### src/sv/frfe_pkg.sv
// ============================================================================
// frfe_pkg
// shared types, codes and default sizes for the frame rotate/flip engine
// ============================================================================
package frfe_pkg;

    // default sizes handed to the top level parameters
    localparam int DEF_MAX_DIM    = 256;
    localparam int DEF_PIXEL_BITS = 32;

    // fixed port widths
    localparam int PIX_PORT_W = 32;
    localparam int CFG_DIM_W  = 9;
    localparam int CFG_MODE_W = 2;
    localparam int CFG_DATA_W = 9;
    localparam int CFG_IDX_W  = 2;

    // register indexes
    localparam logic [CFG_IDX_W-1:0] CFG_FRAME_WIDTH  = 2'd0;
    localparam logic [CFG_IDX_W-1:0] CFG_FRAME_HEIGHT = 2'd1;
    localparam logic [CFG_IDX_W-1:0] CFG_ORIENT_MODE  = 2'd2;

    // orientation codes, the remaining code passes the frame through
    localparam logic [CFG_MODE_W-1:0] MODE_ROT_CW   = 2'd0;
    localparam logic [CFG_MODE_W-1:0] MODE_MIRROR_H = 2'd1;
    localparam logic [CFG_MODE_W-1:0] MODE_MIRROR_V = 2'd2;

    // item function codes
    localparam logic FUNC_LOAD  = 1'b0;
    localparam logic FUNC_FETCH = 1'b1;

    typedef struct packed {
        logic                  func;
        logic [PIX_PORT_W-1:0] pixel_in;
    } t_cmd_item;

    typedef struct packed {
        logic [PIX_PORT_W-1:0] pixel_out;
        logic                  last_of_frame;
        logic                  not_ready;
    } t_result_item;

    // controller to datapath commands
    typedef struct packed {
        logic load;
        logic calc;
        logic read;
    } t_dp_cmd;

    typedef enum logic [1:0] {
        ST_IDLE,
        ST_CALC,
        ST_READ,
        ST_DONE
    } t_fsm_state;

endpackage

### src/sv/frfe_ctrl.sv
// ============================================================================
// frfe_ctrl
// sequencer for load and fetch transfers of the frame rotate/flip engine
// ============================================================================
module frfe_ctrl
    import frfe_pkg::*;
(
    input  logic    i_clk,
    input  logic    i_rst_n,
    input  logic    start,
    input  logic    i_func,
    input  logic    i_cfg_we,
    output logic    busy,
    output logic    o_result_valid,
    output t_dp_cmd o_cmd
);

    t_fsm_state r_state;
    t_fsm_state n_state;
    logic       r_cfg_hold;
    logic       accept;

    // one cycle of busy after a register write lets the frame size settle
    always_ff @(posedge i_clk) begin
        if (!i_rst_n) begin
            r_state    <= ST_IDLE;
            r_cfg_hold <= 1'b0;
        end else begin
            r_state    <= n_state;
            r_cfg_hold <= i_cfg_we;
        end
    end

    always_comb begin
        n_state        = r_state;
        busy           = r_cfg_hold;
        o_result_valid = 1'b0;
        o_cmd          = '0;
        accept         = 1'b0;
        unique case (r_state)
            ST_IDLE, ST_DONE: begin
                o_result_valid = (r_state == ST_DONE);
                accept         = start && !r_cfg_hold;
                o_cmd.load     = accept && (i_func == FUNC_LOAD);
                if (accept && (i_func == FUNC_FETCH)) begin
                    n_state = ST_CALC;
                end else begin
                    n_state = ST_IDLE;
                end
            end
            ST_CALC: begin
                busy       = 1'b1;
                o_cmd.calc = 1'b1;
                n_state    = ST_READ;
            end
            ST_READ: begin
                busy       = 1'b1;
                o_cmd.read = 1'b1;
                n_state    = ST_DONE;
            end
            default: begin
                n_state = ST_IDLE;
            end
        endcase
    end

endmodule

### config.mk
export PLATFORM = sky130hd
export DESIGN_NAME = frfe_ctrl
export DESIGN_NICKNAME = d
export VERILOG_FILES = /design/src/sv/frfe_pkg.sv /design/src/sv/frfe_ctrl.sv
export SDC_FILE = /design/constraint.sdc
export NUM_CORES = 1
export LEC_CHECK = 0
export BUFFER_PORTS_ARGS = -buffer_cell sky130_fd_sc_hd__buf_2
export CAP_MARGIN = 30
export CORE_AREA = 3 3 40 42
export DETAILED_ROUTE_END_ITERATION = 10
export DIE_AREA = 0 0 43 45
export GPL_TIMING_DRIVEN = 1
export REMOVE_ABC_BUFFERS = 1
export SYNTH_ARGS = -nofsm -noshare
export SYNTH_HDL_FRONTEND = slang
export SYNTH_SLANG_ARGS = --single-unit
export TNS_END_PERCENT = 20
### constraint.sdc
create_clock -name i_clk -period 1.15 [get_ports i_clk]
set_clock_uncertainty 0.2 [all_clocks]
set_input_delay 0.1725 -clock i_clk [delete_from_list [all_inputs] [get_ports i_clk]]
set_output_delay 0.1725 -clock i_clk [all_outputs]
set_load 0.05 [all_outputs]
==> flow_summary.ini <==
[outcome]
status = finished with violations
violations = setup timing

[detailed_routing]
drt_iter0_markers = 0
postRouteAntennaNets = 0
drc = 0
routed_wl_um = 354
num_vias = 169
detail_route.wl_per_cell_um = 7.38
drtPass1Iterations = 1
via_per_inst = 3.52

[clocking]
cts_max_level = 1
clock_latency_ps = 230
cts_root_buffer = clkbuf_4
cts_buffers = 3
cts_num_sinks = 3
cts_max_path_buffers = 2
clkSlewWorstSetupHoldPaths_ps = 40
cts_tree = yes

[floorplan]
die_area_sq_mm = 0.00194
die_w_um = 43
core_area_sq_mm = 0.00128
initial_utilization_pct = 12.6
die_h_um = 45
design.portCount = 10
rows = 13

[grt]
grt-ovfl-total = 0
grt_start_max_net_pins = 4
grt_pass1_vias = 167
grt_antenna_before_repair = 0
grt_pass1_wl_um = 621
grt_use_total_pct = 5.00

[sta]
setup_viol = 7
slew_violations = 0
slew_headroom_pct = 92.7
worst_slew_pin_slew_ps = 110
max_freq_mhz = 633
period_needed_ps = 1580
holdWs_ps = 16.1
rsz0062_at_grt = yes
final.period_utilization_pct = 137
postLayoutSetupSlackWorst_ps = -430
setup_tns_ps = -1460
finalHoldViolations = 0

[final_layout]
fin_area_sq_um = 349
fill_cells = 138
final_common_cell = buf_6
syn_to_final_growth_pct = 116
diodes = 0
layoutNonFillerInstCount = 48
final_util_pct = 27.2
multi_input_area_sq_um = 111
seq_area_sq_um = 62.6
fin_nets = 42
most-common-layout-cells = 6 x buf_6, 4 x buf_2, 3 x clkbuf_4
drive_above_1_share_pct = 66.7

[pwr]
p_leak_nw = 0.159
vdd_drop_max_uv = 425
power_mw = 0.429
p_per_area_mw_per_mm2 = 1230

[logic_synthesis]
yosysTopAreaCell = dfxtp_1
synth_cell_type_count = 9
postSynthAreaPerCell_sq_um = 10.8
synth_area_leaders = dfxtp_1 37%, ha_1 23%, and4bb_1 7.8%, nand2b_1 7.8%, and2b_2 5.4%
synthesis.area_sq_um = 161
yosys.area.top_type_share_pct = 37.2
ys_warn_count = 0
syn_inst = 15
synth-seq-cells = 3
ys_seq_area_share_pct = 37.2

[worst_setup_path]
rrSetupSlack_ps = -90
critPathLaunchType = flip-flop
cp-end-kind = primary output
cp_max_fo = 3
cp.arrival_ps = 1210
path_class = flip-flop to primary output
worst_ep_required_time_ps = 780

[placement]
placedCellCount = 42
pre_cts_ws_ps = -309
dpl.hpwl_um = 270
place_area_sq_um = 248
routabilityCongestion = 0.622
portBuffers = 9

[run]
drv_cap = 0

[min_path]
hold_class = primary input to flip-flop
[cells by family (layout without fill, tap and decap cells)]
kind of cell    count (synthesis)  in the layout  share of synthesized area (%)
simple gates                    6              6                           30.2
fa+ha+maj                       3              3                           23.3
flops                           3              3                           37.2
buf+inv                         2             20                           4.65
compound gates                  1              1                           4.65
[area by class of cell]
type	instances	share of cell area, %
timing repair buffer	14	35.1
multi-input combinational	10	31.9
sequential	3	17.9
clock buffer	4	7.53
tap	15	5.38
inverter	2	2.15
[critical path: stages (launching register included)]
cell	delay (ps)
dfxtp_2	320
inv_2	40
ha_4	250
and4bb_1	200
buf_6	160
[worst paths after layout]
path                                 to                  start  depth (start not counted)
setup reg to reg  r_state[1]$_SDFF_PN0_  r_state[0]$_SDFF_PN0_                          4
hold / removal    r_state[0]$_SDFF_PN0_                  start                          3
hold reg to reg   r_state[0]$_SDFF_PN0_  r_cfg_hold$_SDFF_PN0_                          2
setup / recovery               o_cmd[2]  r_state[0]$_SDFF_PN0_                          4
[cell usage after synthesis]
library cell  number
dfxtp_1            3
nand4b_1           1
and2b_2            1
and4bb_1           1
ha_1               3
nand2b_1           2
a21boi_1           1
inv_1              2
and2_1             1
[layer usage]
layer	track usage [%]	up-vias	routed length (um)
li1	-	85	-
met1	3.37	76	116
met2	8.38	8	191
met3	3.59	0	46
met4	5.42	0	0
met5	0	-	0
[registers in the layout, summed over array words and instances (netlist names)]
register and flops:
r_state 2, r_cfg_hold 1
[report_power, final]
part / switching (mW) / total, mW / internal, mW
logic: 0.0662 / 0.126 / 0.0602
clock network: 0.0562 / 0.186 / 0.130
registers: 0.00440 / 0.116 / 0.112
total: 0.127 / 0.429 / 0.302
[timing repair]
item                                   4_1_cts  5_1_grt
hold buffers                                 2        0
setup endpoints to repair                    7        7
pin swaps                                    2        3
gates resized for setup                     17        0
endpoints found under the hold margin        2        0
buffers inserted                             0        0
No activity file was read; power rests on OpenSTA's default activity.
